===== config.mk =====
export PLATFORM = sky130hd
export DESIGN_NAME = range_scan_object_segmenter
export DESIGN_NICKNAME = d
export VERILOG_FILES = /design/src/hdl/rsos_pkg.sv /design/src/hdl/rsos_ram.sv /design/src/hdl/rsos_ctrl.sv /design/src/hdl/rsos_datapath.sv /design/src/hdl/range_scan_object_segmenter.sv
export VERILOG_INCLUDE_DIRS = /design/src /design/src/hdl
export SDC_FILE = /design/constraint.sdc
export NUM_CORES = 2
export LEC_CHECK = 0
export BUFFER_PORTS_ARGS = -buffer_cell sky130_fd_sc_hd__buf_2
export CORE_MARGIN = 2
export CORE_UTILIZATION = 54
export CTS_BUF_LIST = sky130_fd_sc_hd__clkbuf_4 sky130_fd_sc_hd__clkbuf_8
export CTS_CLUSTER_DIAMETER = 80
export DETAILED_ROUTE_END_ITERATION = 8
export PLACE_DENSITY = 0.74
export SYNTH_ARGS = -nofsm -noshare
export SYNTH_HDL_FRONTEND = slang
export SYNTH_HIERARCHICAL = 1
export SYNTH_SLANG_ARGS = --single-unit

===== constraint.sdc =====
create_clock -name aclk -period 15.79 [get_ports aclk]
set_input_delay 1.579 -clock aclk [delete_from_list [all_inputs] [get_ports aclk]]
set_output_delay 1.579 -clock aclk [all_outputs]
set_load 0.03 [all_outputs]

===== src/hdl/range_scan_object_segmenter_assert.svh =====
// ---------------------------------------------------------------------------
// Range scan object segmenter: assertion macros
// Shared property templates, clocked on aclk and disabled during reset.
// ---------------------------------------------------------------------------
`ifndef RANGE_SCAN_OBJECT_SEGMENTER_ASSERT_SVH
`define RANGE_SCAN_OBJECT_SEGMENTER_ASSERT_SVH

// Same-cycle implication
`define RSOS_ASSERT_IMP(name, ante, cons, msg) \
    name: assert property (@(posedge aclk) disable iff (!aresetn) (ante) |-> (cons)) \
        else $error(msg);

// Next-cycle implication
`define RSOS_ASSERT_NXT(name, ante, cons, msg) \
    name: assert property (@(posedge aclk) disable iff (!aresetn) (ante) |=> (cons)) \
        else $error(msg);

`endif


===== src/hdl/rsos_pkg.sv =====
// ---------------------------------------------------------------------------
// rsos_pkg
// Types, register map and constants of the range scan object segmenter.
// ---------------------------------------------------------------------------
package rsos_pkg;

    // Field widths
    localparam int SAMPLE_W   = 12;
    localparam int ANGLE_W    = 9;
    localparam int SPAN_W     = 7;
    localparam int RATIO_W    = 4;
    localparam int CFG_ADDR_W = 5;
    localparam int CFG_DATA_W = 32;

    // Register indexes (byte address = 4 * index)
    localparam logic [2:0] REG_SCAN_SPAN  = 3'd0;
    localparam logic [2:0] REG_FAR_LIMIT  = 3'd1;
    localparam logic [2:0] REG_SPIKE      = 3'd2;
    localparam logic [2:0] REG_DROP_RATIO = 3'd3;
    localparam logic [2:0] REG_MARGIN     = 3'd4;
    localparam logic [2:0] REG_HEADING    = 3'd5;

    // Register reset values
    localparam logic [SPAN_W-1:0]   RST_SCAN_SPAN  = 7'd90;
    localparam logic [SAMPLE_W-1:0] RST_FAR_LIMIT  = 12'd100;
    localparam logic [SAMPLE_W-1:0] RST_SPIKE      = 12'd30;
    localparam logic [RATIO_W-1:0]  RST_DROP_RATIO = 4'd7;
    localparam logic [SAMPLE_W-1:0] RST_MARGIN     = 12'd15;
    localparam logic [ANGLE_W-1:0]  RST_HEADING    = 9'd90;

    // Arithmetic constants
    localparam int                  DEG_FULL    = 360;
    localparam logic [ANGLE_W-1:0]  ANGLE_LIMIT = 9'd360;
    localparam logic [12:0]         EDGE_PAD_CM = 13'd50;
    localparam logic [SAMPLE_W-1:0] SAMPLE_MAX  = 12'hFFF;

    typedef struct packed {
        logic [SPAN_W-1:0]   scan_span;
        logic [SAMPLE_W-1:0] far_limit_cm;
        logic [SAMPLE_W-1:0] spike_cm;
        logic [RATIO_W-1:0]  drop_ratio_tenths;
        logic [SAMPLE_W-1:0] merge_margin_cm;
        logic [ANGLE_W-1:0]  heading_deg;
    } rsos_cfg_t;

    typedef enum logic [3:0] {
        ST_LOAD,
        ST_EDGE,
        ST_SPK_CUR,
        ST_SPK_CHK,
        ST_SPK_EX,
        ST_DET_INIT,
        ST_DET_CUR,
        ST_DET_CHK,
        ST_DET_ADV,
        ST_RUN_CHK,
        ST_RUN_EX,
        ST_MID,
        ST_MID_CAP,
        ST_EMIT_RD,
        ST_EMIT_LD
    } rsos_state_t;

    // Datapath commands, one per controller state
    typedef enum logic [3:0] {
        OP_IDLE,
        OP_LOAD,
        OP_EDGE,
        OP_SPK_CUR,
        OP_SPK_RD,
        OP_SPK_EX,
        OP_DET_INIT,
        OP_DET_CUR,
        OP_DET_CHK,
        OP_DET_ADV,
        OP_RUN_CHK,
        OP_RUN_EX,
        OP_MID,
        OP_MID_CAP,
        OP_EMIT_LD
    } rsos_op_t;

    typedef struct packed {
        logic final_fire;
        logic i_lt_span;
        logic start_hit;
        logic full;
        logic run_go;
        logic out_free;
        logic emit_last;
    } rsos_stat_t;

endpackage


===== src/hdl/rsos_ram.sv =====
// ---------------------------------------------------------------------------
// rsos_ram
// Generic single-clock RAM, one write port and one registered read port.
// ---------------------------------------------------------------------------
module rsos_ram #(
    parameter int WIDTH = 12,
    parameter int DEPTH = 128,
    localparam int ADDR_W = (DEPTH > 1) ? $clog2(DEPTH) : 1
) (
    input  logic              clk,
    input  logic              we,
    input  logic [ADDR_W-1:0] waddr,
    input  logic [WIDTH-1:0]  wdata,
    input  logic [ADDR_W-1:0] raddr,
    output logic [WIDTH-1:0]  rdata
);

    logic [WIDTH-1:0] mem_reg [DEPTH];
    logic [WIDTH-1:0] rdata_reg;

    // Write, then register the read word
    always_ff @(posedge clk) begin
        if (we) begin
            mem_reg[waddr] <= wdata;
        end
        rdata_reg <= mem_reg[raddr];
    end

    assign rdata = rdata_reg;

endmodule


===== src/hdl/rsos_ctrl.sv =====
// ---------------------------------------------------------------------------
// rsos_ctrl
// Sequencer: load, end markers, spike pass, object search and emission.
// ---------------------------------------------------------------------------
module rsos_ctrl (
    input  logic                aclk,
    input  logic                aresetn,
    input  rsos_pkg::rsos_stat_t status,
    output rsos_pkg::rsos_op_t   op
);
    import rsos_pkg::*;

    rsos_state_t state_reg;
    rsos_state_t state_next;

    // State register
    always_ff @(posedge aclk) begin
        if (!aresetn) begin
            state_reg <= ST_LOAD;
        end else begin
            state_reg <= state_next;
        end
    end

    // Next state
    always_comb begin
        state_next = state_reg;
        unique case (state_reg)
            ST_LOAD: begin
                if (status.final_fire) state_next = ST_EDGE;
            end
            ST_EDGE:     state_next = ST_SPK_CUR;
            ST_SPK_CUR:  state_next = ST_SPK_CHK;
            ST_SPK_CHK: begin
                state_next = status.i_lt_span ? ST_SPK_EX : ST_DET_INIT;
            end
            ST_SPK_EX:   state_next = ST_SPK_CHK;
            ST_DET_INIT: state_next = ST_DET_CUR;
            ST_DET_CUR:  state_next = ST_DET_CHK;
            ST_DET_CHK: begin
                if (!status.i_lt_span) begin
                    state_next = ST_EMIT_RD;
                end else if (status.start_hit) begin
                    state_next = status.full ? ST_EMIT_RD : ST_RUN_EX;
                end else begin
                    state_next = ST_DET_ADV;
                end
            end
            ST_DET_ADV:  state_next = ST_DET_CHK;
            ST_RUN_CHK: begin
                state_next = status.i_lt_span ? ST_RUN_EX : ST_MID;
            end
            ST_RUN_EX: begin
                state_next = status.run_go ? ST_RUN_CHK : ST_MID;
            end
            ST_MID:      state_next = ST_MID_CAP;
            ST_MID_CAP:  state_next = ST_DET_CHK;
            ST_EMIT_RD:  state_next = ST_EMIT_LD;
            ST_EMIT_LD: begin
                if (status.out_free) begin
                    state_next = status.emit_last ? ST_LOAD : ST_EMIT_RD;
                end
            end
            default:     state_next = ST_LOAD;
        endcase
    end

    // Command to the datapath
    always_comb begin
        unique case (state_reg)
            ST_LOAD:     op = OP_LOAD;
            ST_EDGE:     op = OP_EDGE;
            ST_SPK_CUR:  op = OP_SPK_CUR;
            ST_SPK_CHK:  op = OP_SPK_RD;
            ST_SPK_EX:   op = OP_SPK_EX;
            ST_DET_INIT: op = OP_DET_INIT;
            ST_DET_CUR:  op = OP_DET_CUR;
            ST_DET_CHK:  op = OP_DET_CHK;
            ST_DET_ADV:  op = OP_DET_ADV;
            ST_RUN_CHK:  op = OP_RUN_CHK;
            ST_RUN_EX:   op = OP_RUN_EX;
            ST_MID:      op = OP_MID;
            ST_MID_CAP:  op = OP_MID_CAP;
            ST_EMIT_RD:  op = OP_IDLE;
            ST_EMIT_LD:  op = OP_EMIT_LD;
            default:     op = OP_IDLE;
        endcase
    end

endmodule


===== src/hdl/rsos_datapath.sv =====
// ---------------------------------------------------------------------------
// rsos_datapath
// Sample store, sliding window over the sweep, object table and result
// register of the range scan object segmenter.
// ---------------------------------------------------------------------------
module rsos_datapath #(
    parameter int SCAN_DEPTH  = 128,
    parameter int MAX_OBJECTS = 10
) (
    input  logic                              aclk,
    input  logic                              aresetn,
    input  rsos_pkg::rsos_cfg_t               cfg,
    input  rsos_pkg::rsos_op_t                op,
    output rsos_pkg::rsos_stat_t              status,
    input  logic                              s_valid,
    output logic                              s_ready,
    input  logic [rsos_pkg::SAMPLE_W-1:0]     s_sample_cm,
    output logic                              m_valid,
    input  logic                              m_ready,
    output logic                              m_object_found,
    output logic [rsos_pkg::ANGLE_W-1:0]      m_start_angle,
    output logic [rsos_pkg::ANGLE_W-1:0]      m_end_angle,
    output logic [rsos_pkg::SAMPLE_W-1:0]     m_distance_cm,
    output logic                              m_overflow,
    output logic                              m_last
);
    import rsos_pkg::*;

    localparam int AW    = $clog2(SCAN_DEPTH);
    localparam int IW    = AW + 1;
    localparam int OW    = (MAX_OBJECTS > 1) ? $clog2(MAX_OBJECTS) : 1;
    localparam int CW    = $clog2(MAX_OBJECTS + 1);
    localparam int OBJ_W = 2 * AW + SAMPLE_W;
    localparam int AGW   = (AW + 2 > 11) ? AW + 2 : 11;

    // Local angle index to heading, reduced into 0..359
    function automatic logic [ANGLE_W-1:0] to_heading(
        input logic [AW-1:0]      idx,
        input logic [AW-1:0]      span_v,
        input logic [ANGLE_W-1:0] hmod_v
    );
        logic [AGW-1:0] t;
        t = AGW'(hmod_v) + (AGW'(idx) << 1) + AGW'(DEG_FULL) - AGW'(span_v);
        if (t >= AGW'(2 * DEG_FULL)) begin
            t = t - AGW'(2 * DEG_FULL);
        end else if (t >= AGW'(DEG_FULL)) begin
            t = t - AGW'(DEG_FULL);
        end
        return ANGLE_W'(t);
    endfunction

    logic [AW-1:0]       span;
    logic [AW-1:0]       loaded_reg;
    logic [AW-1:0]       load_idx;
    logic                load_final;
    logic                in_fire;
    logic [12:0]         edge_sum;
    logic [SAMPLE_W-1:0] edge_cm;
    logic [ANGLE_W-1:0]  hmod;

    logic [IW-1:0]       i_reg;
    logic [IW-1:0]       i_plus1;
    logic [IW-1:0]       e_idx;
    logic [SAMPLE_W-1:0] prev_reg;
    logic [SAMPLE_W-1:0] cur_reg;
    logic [SAMPLE_W-1:0] nxt_reg;
    logic [AW-1:0]       start_reg;
    logic [CW-1:0]       total_reg;
    logic                over_reg;
    logic [CW-1:0]       k_reg;
    logic [IW-1:0]       mid_sum;
    logic [AW-1:0]       mid_idx;

    logic                st_we;
    logic [AW-1:0]       st_waddr;
    logic [SAMPLE_W-1:0] st_wdata;
    logic [AW-1:0]       st_raddr;
    logic [SAMPLE_W-1:0] st_rdata;

    logic [SAMPLE_W-1:0] d_cp;
    logic [SAMPLE_W-1:0] d_cn;
    logic                spike;
    logic [12:0]         mean_sum;
    logic [SAMPLE_W-1:0] mean;
    logic [15:0]         ten_cur;
    logic [15:0]         ratio_prev;
    logic [12:0]         next_margin;

    logic                obj_we;
    logic [OBJ_W-1:0]    obj_wdata;
    logic [OBJ_W-1:0]    obj_rdata;
    logic [AW-1:0]       obj_start;
    logic [AW-1:0]       obj_end;
    logic [SAMPLE_W-1:0] obj_dist;
    logic                total_zero;
    logic                emit_last;
    logic                out_free;
    logic                emit_load;

    logic                m_valid_reg;
    logic                found_reg;
    logic [ANGLE_W-1:0]  start_angle_reg;
    logic [ANGLE_W-1:0]  end_angle_reg;
    logic [SAMPLE_W-1:0] dist_reg;
    logic                overflow_reg;
    logic                last_reg;

    // Effective span, end marker and reduced heading
    assign span = (32'(cfg.scan_span) > 32'(SCAN_DEPTH - 1)) ? AW'(SCAN_DEPTH - 1)
                                                             : AW'(cfg.scan_span);
    assign edge_sum = {1'b0, cfg.far_limit_cm} + EDGE_PAD_CM;
    assign edge_cm  = edge_sum[12] ? SAMPLE_MAX : edge_sum[SAMPLE_W-1:0];
    assign hmod     = (cfg.heading_deg >= ANGLE_LIMIT) ? cfg.heading_deg - ANGLE_LIMIT
                                                       : cfg.heading_deg;

    // Load bookkeeping
    assign s_ready    = (op == OP_LOAD);
    assign in_fire    = s_valid && s_ready;
    assign load_idx   = (loaded_reg > span) ? span : loaded_reg;
    assign load_final = (loaded_reg >= span);

    // Window indexes
    assign i_plus1 = i_reg + IW'(1);
    assign e_idx   = i_reg - IW'(1);
    assign mid_sum = IW'(start_reg) + e_idx;
    assign mid_idx = mid_sum[AW:1];

    // Spike test on prev / cur / next
    assign d_cp     = (cur_reg > prev_reg) ? cur_reg - prev_reg : prev_reg - cur_reg;
    assign d_cn     = (cur_reg > st_rdata) ? cur_reg - st_rdata : st_rdata - cur_reg;
    assign spike    = (d_cp > cfg.spike_cm) && (d_cn > cfg.spike_cm);
    assign mean_sum = {1'b0, prev_reg} + {1'b0, st_rdata};
    assign mean     = mean_sum[12:1];

    // Object start and run tests
    assign ten_cur     = 16'({cur_reg, 3'b000}) + 16'({cur_reg, 1'b0});
    assign ratio_prev  = 16'(cfg.drop_ratio_tenths) * 16'(prev_reg);
    assign next_margin = {1'b0, st_rdata} + {1'b0, cfg.merge_margin_cm};

    // Sample store port steering
    always_comb begin
        st_we    = 1'b0;
        st_waddr = i_reg[AW-1:0];
        st_wdata = mean;
        st_raddr = i_plus1[AW-1:0];
        unique case (op)
            OP_LOAD: begin
                st_we    = in_fire;
                st_waddr = load_idx;
                st_wdata = load_final ? edge_cm : s_sample_cm;
            end
            OP_EDGE: begin
                st_we    = 1'b1;
                st_waddr = '0;
                st_wdata = edge_cm;
                st_raddr = AW'(1);
            end
            OP_SPK_EX: begin
                st_we = spike;
            end
            OP_DET_INIT: begin
                st_raddr = AW'(1);
            end
            OP_MID: begin
                st_raddr = mid_idx;
            end
            default: begin
                st_we = 1'b0;
            end
        endcase
    end

    rsos_ram #(
        .WIDTH (SAMPLE_W),
        .DEPTH (SCAN_DEPTH)
    ) u_store (
        .clk   (aclk),
        .we    (st_we),
        .waddr (st_waddr),
        .wdata (st_wdata),
        .raddr (st_raddr),
        .rdata (st_rdata)
    );

    // Object table: start, end and distance per object
    assign obj_we    = (op == OP_MID_CAP);
    assign obj_wdata = {start_reg, e_idx[AW-1:0], st_rdata};

    rsos_ram #(
        .WIDTH (OBJ_W),
        .DEPTH (MAX_OBJECTS)
    ) u_objects (
        .clk   (aclk),
        .we    (obj_we),
        .waddr (total_reg[OW-1:0]),
        .wdata (obj_wdata),
        .raddr (k_reg[OW-1:0]),
        .rdata (obj_rdata)
    );

    assign obj_start = obj_rdata[OBJ_W-1 -: AW];
    assign obj_end   = obj_rdata[SAMPLE_W +: AW];
    assign obj_dist  = obj_rdata[SAMPLE_W-1:0];

    // Emission control
    assign total_zero = (total_reg == '0);
    assign emit_last  = total_zero || (CW'(k_reg + CW'(1)) == total_reg);
    assign out_free   = !m_valid_reg || m_ready;
    assign emit_load  = (op == OP_EMIT_LD) && out_free;

    // Status to the controller
    assign status.final_fire = in_fire && load_final;
    assign status.i_lt_span  = (i_reg < IW'(span));
    assign status.start_hit  = (ten_cur < ratio_prev) && (cur_reg < cfg.far_limit_cm);
    assign status.full       = (total_reg == CW'(MAX_OBJECTS));
    assign status.run_go     = (cur_reg < cfg.far_limit_cm) && ({1'b0, cur_reg} < next_margin);
    assign status.out_free   = out_free;
    assign status.emit_last  = emit_last;

    // Control registers
    always_ff @(posedge aclk) begin
        if (!aresetn) begin
            loaded_reg  <= '0;
            i_reg       <= '0;
            total_reg   <= '0;
            over_reg    <= 1'b0;
            k_reg       <= '0;
            m_valid_reg <= 1'b0;
        end else begin
            if (in_fire) begin
                loaded_reg <= load_final ? '0 : load_idx + AW'(1);
            end
            case (op)
                OP_EDGE: begin
                    i_reg <= IW'(1);
                end
                OP_SPK_EX, OP_DET_ADV: begin
                    i_reg <= i_plus1;
                end
                OP_DET_INIT: begin
                    i_reg     <= IW'(1);
                    total_reg <= '0;
                    over_reg  <= 1'b0;
                    k_reg     <= '0;
                end
                OP_DET_CHK: begin
                    if (status.i_lt_span && status.start_hit && status.full) begin
                        over_reg <= 1'b1;
                    end
                end
                OP_RUN_EX: begin
                    if (status.run_go) begin
                        i_reg <= i_plus1;
                    end
                end
                OP_MID_CAP: begin
                    total_reg <= total_reg + CW'(1);
                    i_reg     <= i_plus1;
                end
                OP_EMIT_LD: begin
                    if (out_free) begin
                        k_reg <= k_reg + CW'(1);
                    end
                end
                default: begin
                end
            endcase
            // Hold the result until taken
            if (emit_load) begin
                m_valid_reg <= 1'b1;
            end else if (m_ready) begin
                m_valid_reg <= 1'b0;
            end
        end
    end

    // Window and result payload
    always_ff @(posedge aclk) begin
        case (op)
            OP_EDGE, OP_DET_INIT: begin
                prev_reg <= edge_cm;
            end
            OP_SPK_CUR, OP_DET_CUR: begin
                cur_reg <= st_rdata;
            end
            OP_SPK_EX: begin
                prev_reg <= spike ? mean : cur_reg;
                cur_reg  <= st_rdata;
            end
            OP_DET_CHK: begin
                start_reg <= i_reg[AW-1:0];
            end
            OP_DET_ADV: begin
                prev_reg <= cur_reg;
                cur_reg  <= st_rdata;
            end
            OP_RUN_EX: begin
                if (status.run_go) begin
                    prev_reg <= cur_reg;
                    cur_reg  <= st_rdata;
                end else begin
                    nxt_reg <= st_rdata;
                end
            end
            OP_MID_CAP: begin
                prev_reg <= cur_reg;
                cur_reg  <= nxt_reg;
            end
            default: begin
            end
        endcase
        if (emit_load) begin
            found_reg       <= !total_zero;
            start_angle_reg <= total_zero ? '0 : to_heading(obj_start, span, hmod);
            end_angle_reg   <= total_zero ? '0 : to_heading(obj_end, span, hmod);
            dist_reg        <= total_zero ? '0 : obj_dist;
            overflow_reg    <= over_reg && !total_zero;
            last_reg        <= emit_last;
        end
    end

    assign m_valid        = m_valid_reg;
    assign m_object_found = found_reg;
    assign m_start_angle  = start_angle_reg;
    assign m_end_angle    = end_angle_reg;
    assign m_distance_cm  = dist_reg;
    assign m_overflow     = overflow_reg;
    assign m_last         = last_reg;

endmodule


===== src/hdl/range_scan_object_segmenter.sv =====
// ---------------------------------------------------------------------------
// range_scan_object_segmenter
// Collects one sweep of range samples, removes spikes and reports objects.
// ---------------------------------------------------------------------------
// Usage:
//   s_ channel takes one range sample per item, in angle order. Each sample
//   that does not close the sweep is stored, and the next one can follow at
//   once. The sample at index scan_span closes the sweep.
//   After that sample the block stops taking items while it cleans and scans
//   the sample store, one store read per step of a single read port: first
//   the spike pass, then the object search with a midpoint read per object,
//   then one table read per result item. m_ channel delivers the objects in
//   angle order, or one empty item; m_last marks the final item of the sweep.
//   A stalled m_ side holds the result register and the sequencer; once the
//   final item sits in the register the block takes samples of the next
//   sweep again. Configuration is to be written over the APB port only
//   while no sweep is in flight; the block itself does not enforce this.
//   Reset returns the register defaults, empties the sample count and drops
//   any pending result. The store needs no clearing pass.
// ---------------------------------------------------------------------------
module range_scan_object_segmenter #(
    parameter int SCAN_DEPTH  = 128,
    parameter int MAX_OBJECTS = 10
) (
    input  logic                                aclk,
    input  logic                                aresetn,
    // Configuration port
    input  logic                                psel,
    input  logic                                penable,
    input  logic                                pwrite,
    input  logic [rsos_pkg::CFG_ADDR_W-1:0]     paddr,
    input  logic [rsos_pkg::CFG_DATA_W-1:0]     pwdata,
    output logic [rsos_pkg::CFG_DATA_W-1:0]     prdata,
    output logic                                pready,
    // Sample input
    input  logic                                s_valid,
    output logic                                s_ready,
    input  logic [rsos_pkg::SAMPLE_W-1:0]       s_sample_cm,
    // Object results
    output logic                                m_valid,
    input  logic                                m_ready,
    output logic                                m_object_found,
    output logic [rsos_pkg::ANGLE_W-1:0]        m_start_angle,
    output logic [rsos_pkg::ANGLE_W-1:0]        m_end_angle,
    output logic [rsos_pkg::SAMPLE_W-1:0]       m_distance_cm,
    output logic                                m_overflow,
    output logic                                m_last
);
    import rsos_pkg::*;

    rsos_cfg_t  cfg_reg;
    rsos_op_t   dp_op;
    rsos_stat_t dp_status;
    logic       cfg_wr;
    logic [2:0] reg_idx;

    assign pready  = 1'b1;
    assign cfg_wr  = psel && penable && pwrite;
    assign reg_idx = paddr[4:2];

    // Register writes
    always_ff @(posedge aclk) begin
        if (!aresetn) begin
            cfg_reg.scan_span         <= RST_SCAN_SPAN;
            cfg_reg.far_limit_cm      <= RST_FAR_LIMIT;
            cfg_reg.spike_cm          <= RST_SPIKE;
            cfg_reg.drop_ratio_tenths <= RST_DROP_RATIO;
            cfg_reg.merge_margin_cm   <= RST_MARGIN;
            cfg_reg.heading_deg       <= RST_HEADING;
        end else if (cfg_wr) begin
            unique case (reg_idx)
                REG_SCAN_SPAN:  cfg_reg.scan_span         <= pwdata[SPAN_W-1:0];
                REG_FAR_LIMIT:  cfg_reg.far_limit_cm      <= pwdata[SAMPLE_W-1:0];
                REG_SPIKE:      cfg_reg.spike_cm          <= pwdata[SAMPLE_W-1:0];
                REG_DROP_RATIO: cfg_reg.drop_ratio_tenths <= pwdata[RATIO_W-1:0];
                REG_MARGIN:     cfg_reg.merge_margin_cm   <= pwdata[SAMPLE_W-1:0];
                REG_HEADING:    cfg_reg.heading_deg       <= pwdata[ANGLE_W-1:0];
                default: begin
                end
            endcase
        end
    end

    // Register reads
    always_comb begin
        unique case (reg_idx)
            REG_SCAN_SPAN:  prdata = CFG_DATA_W'(cfg_reg.scan_span);
            REG_FAR_LIMIT:  prdata = CFG_DATA_W'(cfg_reg.far_limit_cm);
            REG_SPIKE:      prdata = CFG_DATA_W'(cfg_reg.spike_cm);
            REG_DROP_RATIO: prdata = CFG_DATA_W'(cfg_reg.drop_ratio_tenths);
            REG_MARGIN:     prdata = CFG_DATA_W'(cfg_reg.merge_margin_cm);
            REG_HEADING:    prdata = CFG_DATA_W'(cfg_reg.heading_deg);
            default:        prdata = '0;
        endcase
    end

    rsos_ctrl u_ctrl (
        .aclk    (aclk),
        .aresetn (aresetn),
        .status  (dp_status),
        .op      (dp_op)
    );

    rsos_datapath #(
        .SCAN_DEPTH  (SCAN_DEPTH),
        .MAX_OBJECTS (MAX_OBJECTS)
    ) u_dp (
        .aclk           (aclk),
        .aresetn        (aresetn),
        .cfg            (cfg_reg),
        .op             (dp_op),
        .status         (dp_status),
        .s_valid        (s_valid),
        .s_ready        (s_ready),
        .s_sample_cm    (s_sample_cm),
        .m_valid        (m_valid),
        .m_ready        (m_ready),
        .m_object_found (m_object_found),
        .m_start_angle  (m_start_angle),
        .m_end_angle    (m_end_angle),
        .m_distance_cm  (m_distance_cm),
        .m_overflow     (m_overflow),
        .m_last         (m_last)
    );

`include "range_scan_object_segmenter_assert.svh"

    // An empty report closes the sweep and never flags overflow
    `RSOS_ASSERT_IMP(a_empty_last, m_valid && !m_object_found, m_last && !m_overflow, "bad empty item")
    // Reported angles are reduced into one turn
    `RSOS_ASSERT_IMP(a_start_range, m_valid, m_start_angle < ANGLE_LIMIT, "start angle too big")
    `RSOS_ASSERT_IMP(a_end_range, m_valid, m_end_angle < ANGLE_LIMIT, "end angle too big")
    // Closing sample stops intake while the sweep is processed
    `RSOS_ASSERT_NXT(a_close_stops_intake, dp_status.final_fire, !s_ready, "intake open after close")

endmodule


## Word level (Yosys, flattened, before mapping)

Memory sizes are Yosys's and may differ from the RTL's. A register that Yosys moved wholly into a read port is not among the register bits.
Index checks and enable logic that the tools add are counted.

| storage, ports and cells | value |
|---|---|
| register bits | 161 |
| RAM bits | 1796 |
| bits in read-only memories | 64 |
| bits of input ports | 56 |
| logic and storage cells | 196 |
| memories | 3 |

| cells by class | value |
|---|---|
| add/subtract/negate cells | 25 |
| multiply operators | 1 |
| $lt $le $gt $ge | 15 |
| equal/unequal tests | 38 |
| mux-type cells | 46 |
| bitwise gates (word level) | 1 |
| reduce and logical (&&, ||, !) cells | 44 |

Memory list:

| memory | depth | bits a word | read ports | clocked after Yosys merged registers in | write ports | line | source |
|---|---|---|---|---|---|---|---|
| u_dp.u_store.mem_reg | 128 | 12 | 1 | 1 | 1 | rsos_ram.sv:18 | `logic [WIDTH-1:0] mem_reg [DEPTH];` |
| u_dp.u_objects.mem_reg | 10 | 26 | 1 | 1 | 1 | rsos_ram.sv:18 |  |
| (name not given) | 16 | 4 | 1 | 1 | 0 | rsos_ctrl.sv:70 | `unique case (state_reg)` |

Operators with widths:

| operator | number |
|---|---|
| 12-bit two-way mux | 7 |
| 12-bit case mux with 6 select lines | 1 |
| 4-bit equality test, second input constant | 14 |
| 12-bit greater-than comparator | 4 |
| 12-bit case mux with 4 select lines | 1 |
| 4-bit case mux with 12 select lines | 1 |
| 12-bit subtractor | 4 |
| 9-bit two-way mux | 5 |
| 12-bit case mux with 3 select lines | 1 |
| 4-bit two-way mux | 8 |
| 4-bit by 3-bit equality test with 1-bit output, second input constant | 7 |
| 7-bit case mux with 2 select lines | 2 |
| 9-bit subtractor, second input constant | 3 |
| 12-bit by 12-bit adder with 13-bit output | 2 |
| 2-bit AND reduction | 13 |
| 12-bit case mux with 2 select lines | 1 |
| 8-bit case mux with 3 select lines | 1 |
| 11-bit by 9-bit adder with 11-bit output, second input constant | 2 |
| 11-bit by 10-bit >= comparator with 1-bit output, second input constant | 2 |
| 11-bit by 9-bit >= comparator with 1-bit output, second input constant | 2 |
| 11-bit by 7-bit subtractor with 11-bit output | 2 |
| 9-bit by 8-bit adder with 10-bit output | 2 |
| 9-bit by 8-bit subtractor with 9-bit output, second input constant | 2 |
| 15-bit by 13-bit adder with 16-bit output | 1 |
| other kinds (42) | 82 |

## Depth between registers and ports, before layout

| depth | value |
|---|---|
| depth in word-level cells | 8 |
| depth in mapped cells | 30 |
| mapped depth without buffers | 29 |

## Cells and area by module

Netlist, hierarchy kept.

Modules (own cells, without submodules):

| module | instances | cells each | area an instance (um2) | seq. area each (um2) |
|---|---|---|---|---|
| rsos_ram at u_dp.u_store | 1 | 2362 | 59128.0 | 46364.5 |
| rsos_datapath | 1 | 1662 | 13854.5 | 2752.6 |
| rsos_ram at u_dp.u_objects | 1 | 571 | 10716.5 | 8328.0 |
| range_scan_object_segmenter | 1 | 299 | 2772.7 | 1121.1 |
| rsos_ctrl | 1 | 69 | 641.9 | 160.2 |

## Least setup slack after synthesis

OpenSTA, ideal clock, no wires.

| timing | value |
|---|---|
| path type | register to register |
| from | reg cfg_reg[53] (netlist name) |
| to | mem u_dp.u_store.mem_reg[0][3] (data pin) |
| library setup time | 1.197 ns |
| arrival | 7.032 ns |
| required time | 14.593 ns |
| slack | 7.561 ns |
| cell stages (with the launch flop) | 10 |
| path buffers | 1 |
| period minus slack after synthesis | 8.229 ns |
| cells stage by stage | dfxtp_1 > inv_1 > ha_1 > a21o_1 > a21o_1 > a21o_1 > nor2_1 > clkbuf_1 > mux2i_1 > o21ai_0 |

| between the ends | value |
|---|---|
| word-level cells in the longest chain between the ends | 3 |

RTL lines:

| what | line | source |
|---|---|---|
| start: declaration | range_scan_object_segmenter.sv:51 | `rsos_cfg_t cfg_reg;` |
| 7-bit >= comparator | rsos_datapath.sv:120 | `assign load_final = (loaded_reg >= span);` |
| 12-bit two-way mux | rsos_datapath.sv:150 | `st_wdata = load_final ? edge_cm : s_sample_cm;` |
| 12-bit case mux with 2 select lines | rsos_datapath.sv:146 | `unique case (op)` |
| named net u_dp.st_wdata[3] | rsos_datapath.sv:76 | `logic [SAMPLE_W-1:0] st_wdata;` |
| end: declaration | rsos_ram.sv:18 |  |

The timed path passes the listed nets, and every way through them passes these cells.

## Worst setup path after layout

| timing | value |
|---|---|
| from | reg u_dp.u_store.rdata_reg[9] (netlist: u_dp/u_store/rdata[9]) (read register of u_dp.u_store.mem_reg) |
| to | mem u_dp.u_store.mem_reg[208][4] (netlist: u_dp/u_store/mem_reg[52][4]) (enable) |

| between the ends | value |
|---|---|
| word-level cells in the longest chain between the ends | 7 |

RTL lines:

| what | line | source |
|---|---|---|
| start: declaration | rsos_ram.sv:19 | `logic [WIDTH-1:0] rdata_reg;` |
| 12-bit subtractor or 12-bit greater-than comparator (tied branches) | rsos_datapath.sv:130 | `assign d_cn = (cur_reg > st_rdata) ? cur_reg - st_rdata : st_rdata - cur_reg;` |
| 12-bit two-way mux * | rsos_datapath.sv:130 |  |
| 12-bit greater-than comparator * | rsos_datapath.sv:131 | `assign spike = (d_cp > cfg.spike_cm) && (d_cn > cfg.spike_cm);` |
| 1-bit logical AND * | rsos_datapath.sv:131 |  |
| 1-bit case mux with 3 select lines * | rsos_datapath.sv:146 |  |
| named net u_dp.st_we | rsos_datapath.sv:74 | `logic st_we;` |
| 1-bit two-way mux * | rsos_ram.sv:23 | `if (we) begin` |
| 1-bit two-way mux (implied by the code) * | rsos_ram.sv:24 | `mem_reg[waddr] <= wdata;` |

The timed path passes the listed nets; every way through them passes the cells marked *.

==> out/results.ini <==
[status]
outcome = complete, no violations

[power]
seq_power_share = 0.547
p_per_area_nw_per_um2 = 111.6
leakagePower_nw = 32.61
power_switching_mw = 2.330
p_sw_frac = 0.2158
vdd_ir_drop_max_uv = 87.09
p_int_mw = 8.469
power.share.clock = 0.408
pwr-share-comb = 0.045

[layout]
area_delta_synth_final_pct = 11.12
multi_input_area_um2 = 26760
regArea_um2 = 58730
final_common_cell = edfxtp_1
nFillCells = 11420
drive_above_1_share = 0.2545
largest_register_ffs = 1536
layout_common_cells = edfxtp_1, mux4_2, clkbuf_8
nNetsFinal = 5612

[critical_path]
cpLargestDelayFamily = simple AND/OR/NAND/NOR gates
crit_fanout = 18
cp.arrival_ns = 9.58
slowest_stage = dfxtp_1
cp_cell_sequence = ha_1 > nand4_1 > or4_1 > o22a_1 > mux2i_1 > a21boi_1 > o21ai_1 > a21oi_2 > xnor2_1 > ha_1 > and3_1 > nand3_1 > o31ai_1 > nand3_1 > nor2_1 > or3_1 > nor2b_1 > nand2_1 > buf_4 > nor2_1
crit_path_start_kind = register
path_buf_inv = 1
max_stage_delay_ns = 0.98
required_ns = 16.45
end_kind = register
path_class = reg2reg

[logic_synthesis]
synth_cell_type_count = 102
synth.area.top_cells = edfxtp_1, mux4_2, ha_1
synth_ff_type = edfxtp_1
syn-cell-area_um2 = 87110
postSynthCellCount = 4963
async_reset_ff_frac = 0
ys_seq_elements = 1998
synth_enable_flop_cells = 1871
yosysWarnings = 6
synth_top_cell_by_area = edfxtp_1
seq_area_frac_synth = 0.6741
synth_top_area_frac = 0.6450
avgSynthCellArea_um2 = 17.55

[placed_design]
hpwl_um = 124900
place.gp.congestion = 0.9055
port_buffers = 80
pre_cts_ws_ns = 7.010

[sta]
worst_slack_ns = 6.865
hold_viol_final = 0
finalMaxSlewViolations = 0
fin_skew_ns = 0.1012
period_minus_slack_ns = 8.925
rsz0062_at_grt = false
tightestPinTransition_ns = 1.369
period_share = 0.5652
max_freq_ghz = 0.1121
slew_headroom = 0.08420
tns_ns = 0
setup_viol = 0

[hold_path]
min_path_type = reg2reg

[grt]
overflow = 0
grt_pass1_wl_um = 297100
use_met2 = 0.3879
grt.total_usage = 0.2440
antenna_found_initial = 8
grt_max_degree = 159
grt_pass1_vias = 46640
grt_util_met3 = 0.04667
busiest_layer = met2
met1_usage = 0.3415

[clock_network]
cts_sinks = 1998
clockBufferDepth = 4
cts_setup_buffers = 0
clk_pin_slew_ns = 0.06
worstSkewPairLatency_ns = 1.07
htree_levels = 5
cts_tree = done
root_buffer = clkbuf_8
cts_made_buffers = 334
postCtsHoldBufs = 0
cts_resized = 0

[route]
first_iter_violations = 5352
drt_first_pass_iters = 6
num_vias = 47150
drcViolationCount = 0
via_per_inst = 6.147
wl_um = 200100
wire_per_inst_um = 26.09
drtAntennaViolNets = 0

[floorplan]
die-area_um2 = 164600
die_w_um = 405.7
die_y_um = 405.7
core-area_um2 = 160400
row_count = 147
start_util = 0.5432
boundaryPins = 124

[job]
drv_cap = 0

[tightest hold or removal path, cell delays in order (launching register included)]
cell     delay (ns)
dfxtp_1        0.32
nand2_1        0.06
mux2i_1        0.05
[cells in the mapped netlist, drive strengths merged, types with 21 or more instances]
library cell	number
a21o	47
a21oi	125
a22o	30
and2	55
buf	127
clkbuf	125
dfxtp	127
edfxtp	1871
fa	42
ha	232
inv	213
mux2	101
mux2i	135
mux4	504
nand2	206
nand2b	21
nand3	49
nand4	24
nor2	258
nor2b	40
nor3	46
o211ai	25
o21ai	112
o22ai	47
o31ai	31
xnor2	70
xor2	35
[worst paths after layout]
check | start | to | slack [ns] | depth (start not counted)
setup / recovery | u_dp/u_store/rdata[9] | u_dp/u_store/mem_reg[52][4] | 6.87 | 20
hold / removal | cfg_reg[34] | cfg_reg[34] | 0.48 | 2
setup reg to reg | u_dp/u_store/rdata[9] | u_dp/u_store/mem_reg[52][4] | 6.87 | 20
hold reg to reg | cfg_reg[34] | cfg_reg[34] | 0.48 | 2
[power by group through the flow]
| stage | clock network, mW | logic (mW) | registers (mW) |
|---|---|---|---|
| 2_1_floorplan | 0 | 0.300 | 6.05 |
| 3_3_place_gp | 0 | 0.461 | 6.02 |
| 3_5_place_dp | 0 | 0.482 | 6.02 |
| 4_1_cts | 4.48 | 0.484 | 5.91 |
| 5_1_grt | 4.71 | 0.530 | 5.91 |
| 6_report | 4.40 | 0.486 | 5.91 |
[layout make-up]
class | instances | share of cell area
well taps | 2160 | 0.02792
inverters | 215 | 0.008337
clock buffers | 447 | 0.05664
clock inverters | 108 | 0.008518
flip-flops and latches | 1998 | 0.6067
diodes | 9 | 0.0002327
repair buffers | 216 | 0.01520
multi-input cells | 2517 | 0.2765
[logic make-up after synthesis]
group | share of synthesized area
adders and majority gates | 0.04297
and+or+nand+nor | 0.04286
AOI/OAI and AO/OA | 0.04628
other | 0.00008621
buffers and inverters | 0.02406
muxes | 0.1591
xor gates and xnor gates | 0.01056
DFF | 0.6741
[metal layers]
layer | routed length [um] | vias up | part of all wire
li1 | - | 20380 | -
met1 | 80140 | 24200 | 0.40
met2 | 96220 | 2203 | 0.48
met3 | 17700 | 364 | 0.088
met4 | 6024 | 2 | 0.030
met5 | 12 | - | 0.000060
[through the flow]
stage	total power [mW]	util	area (um^2)	std cells	hold WS, ns
3_3_place_gp	6.478	0.5641	90470	7106	0.4649
2_1_floorplan	6.346	-	87180	4982	0.4323
3_5_place_dp	6.501	0.5641	90470	7106	0.4775
6_report	10.80	0.6036	96800	7670	0.4810
5_1_grt	11.15	0.6035	96800	7668	0.5109
4_1_cts	10.87	0.6034	96780	7661	0.4848
No activity file was read; power rests on OpenSTA's default activity.
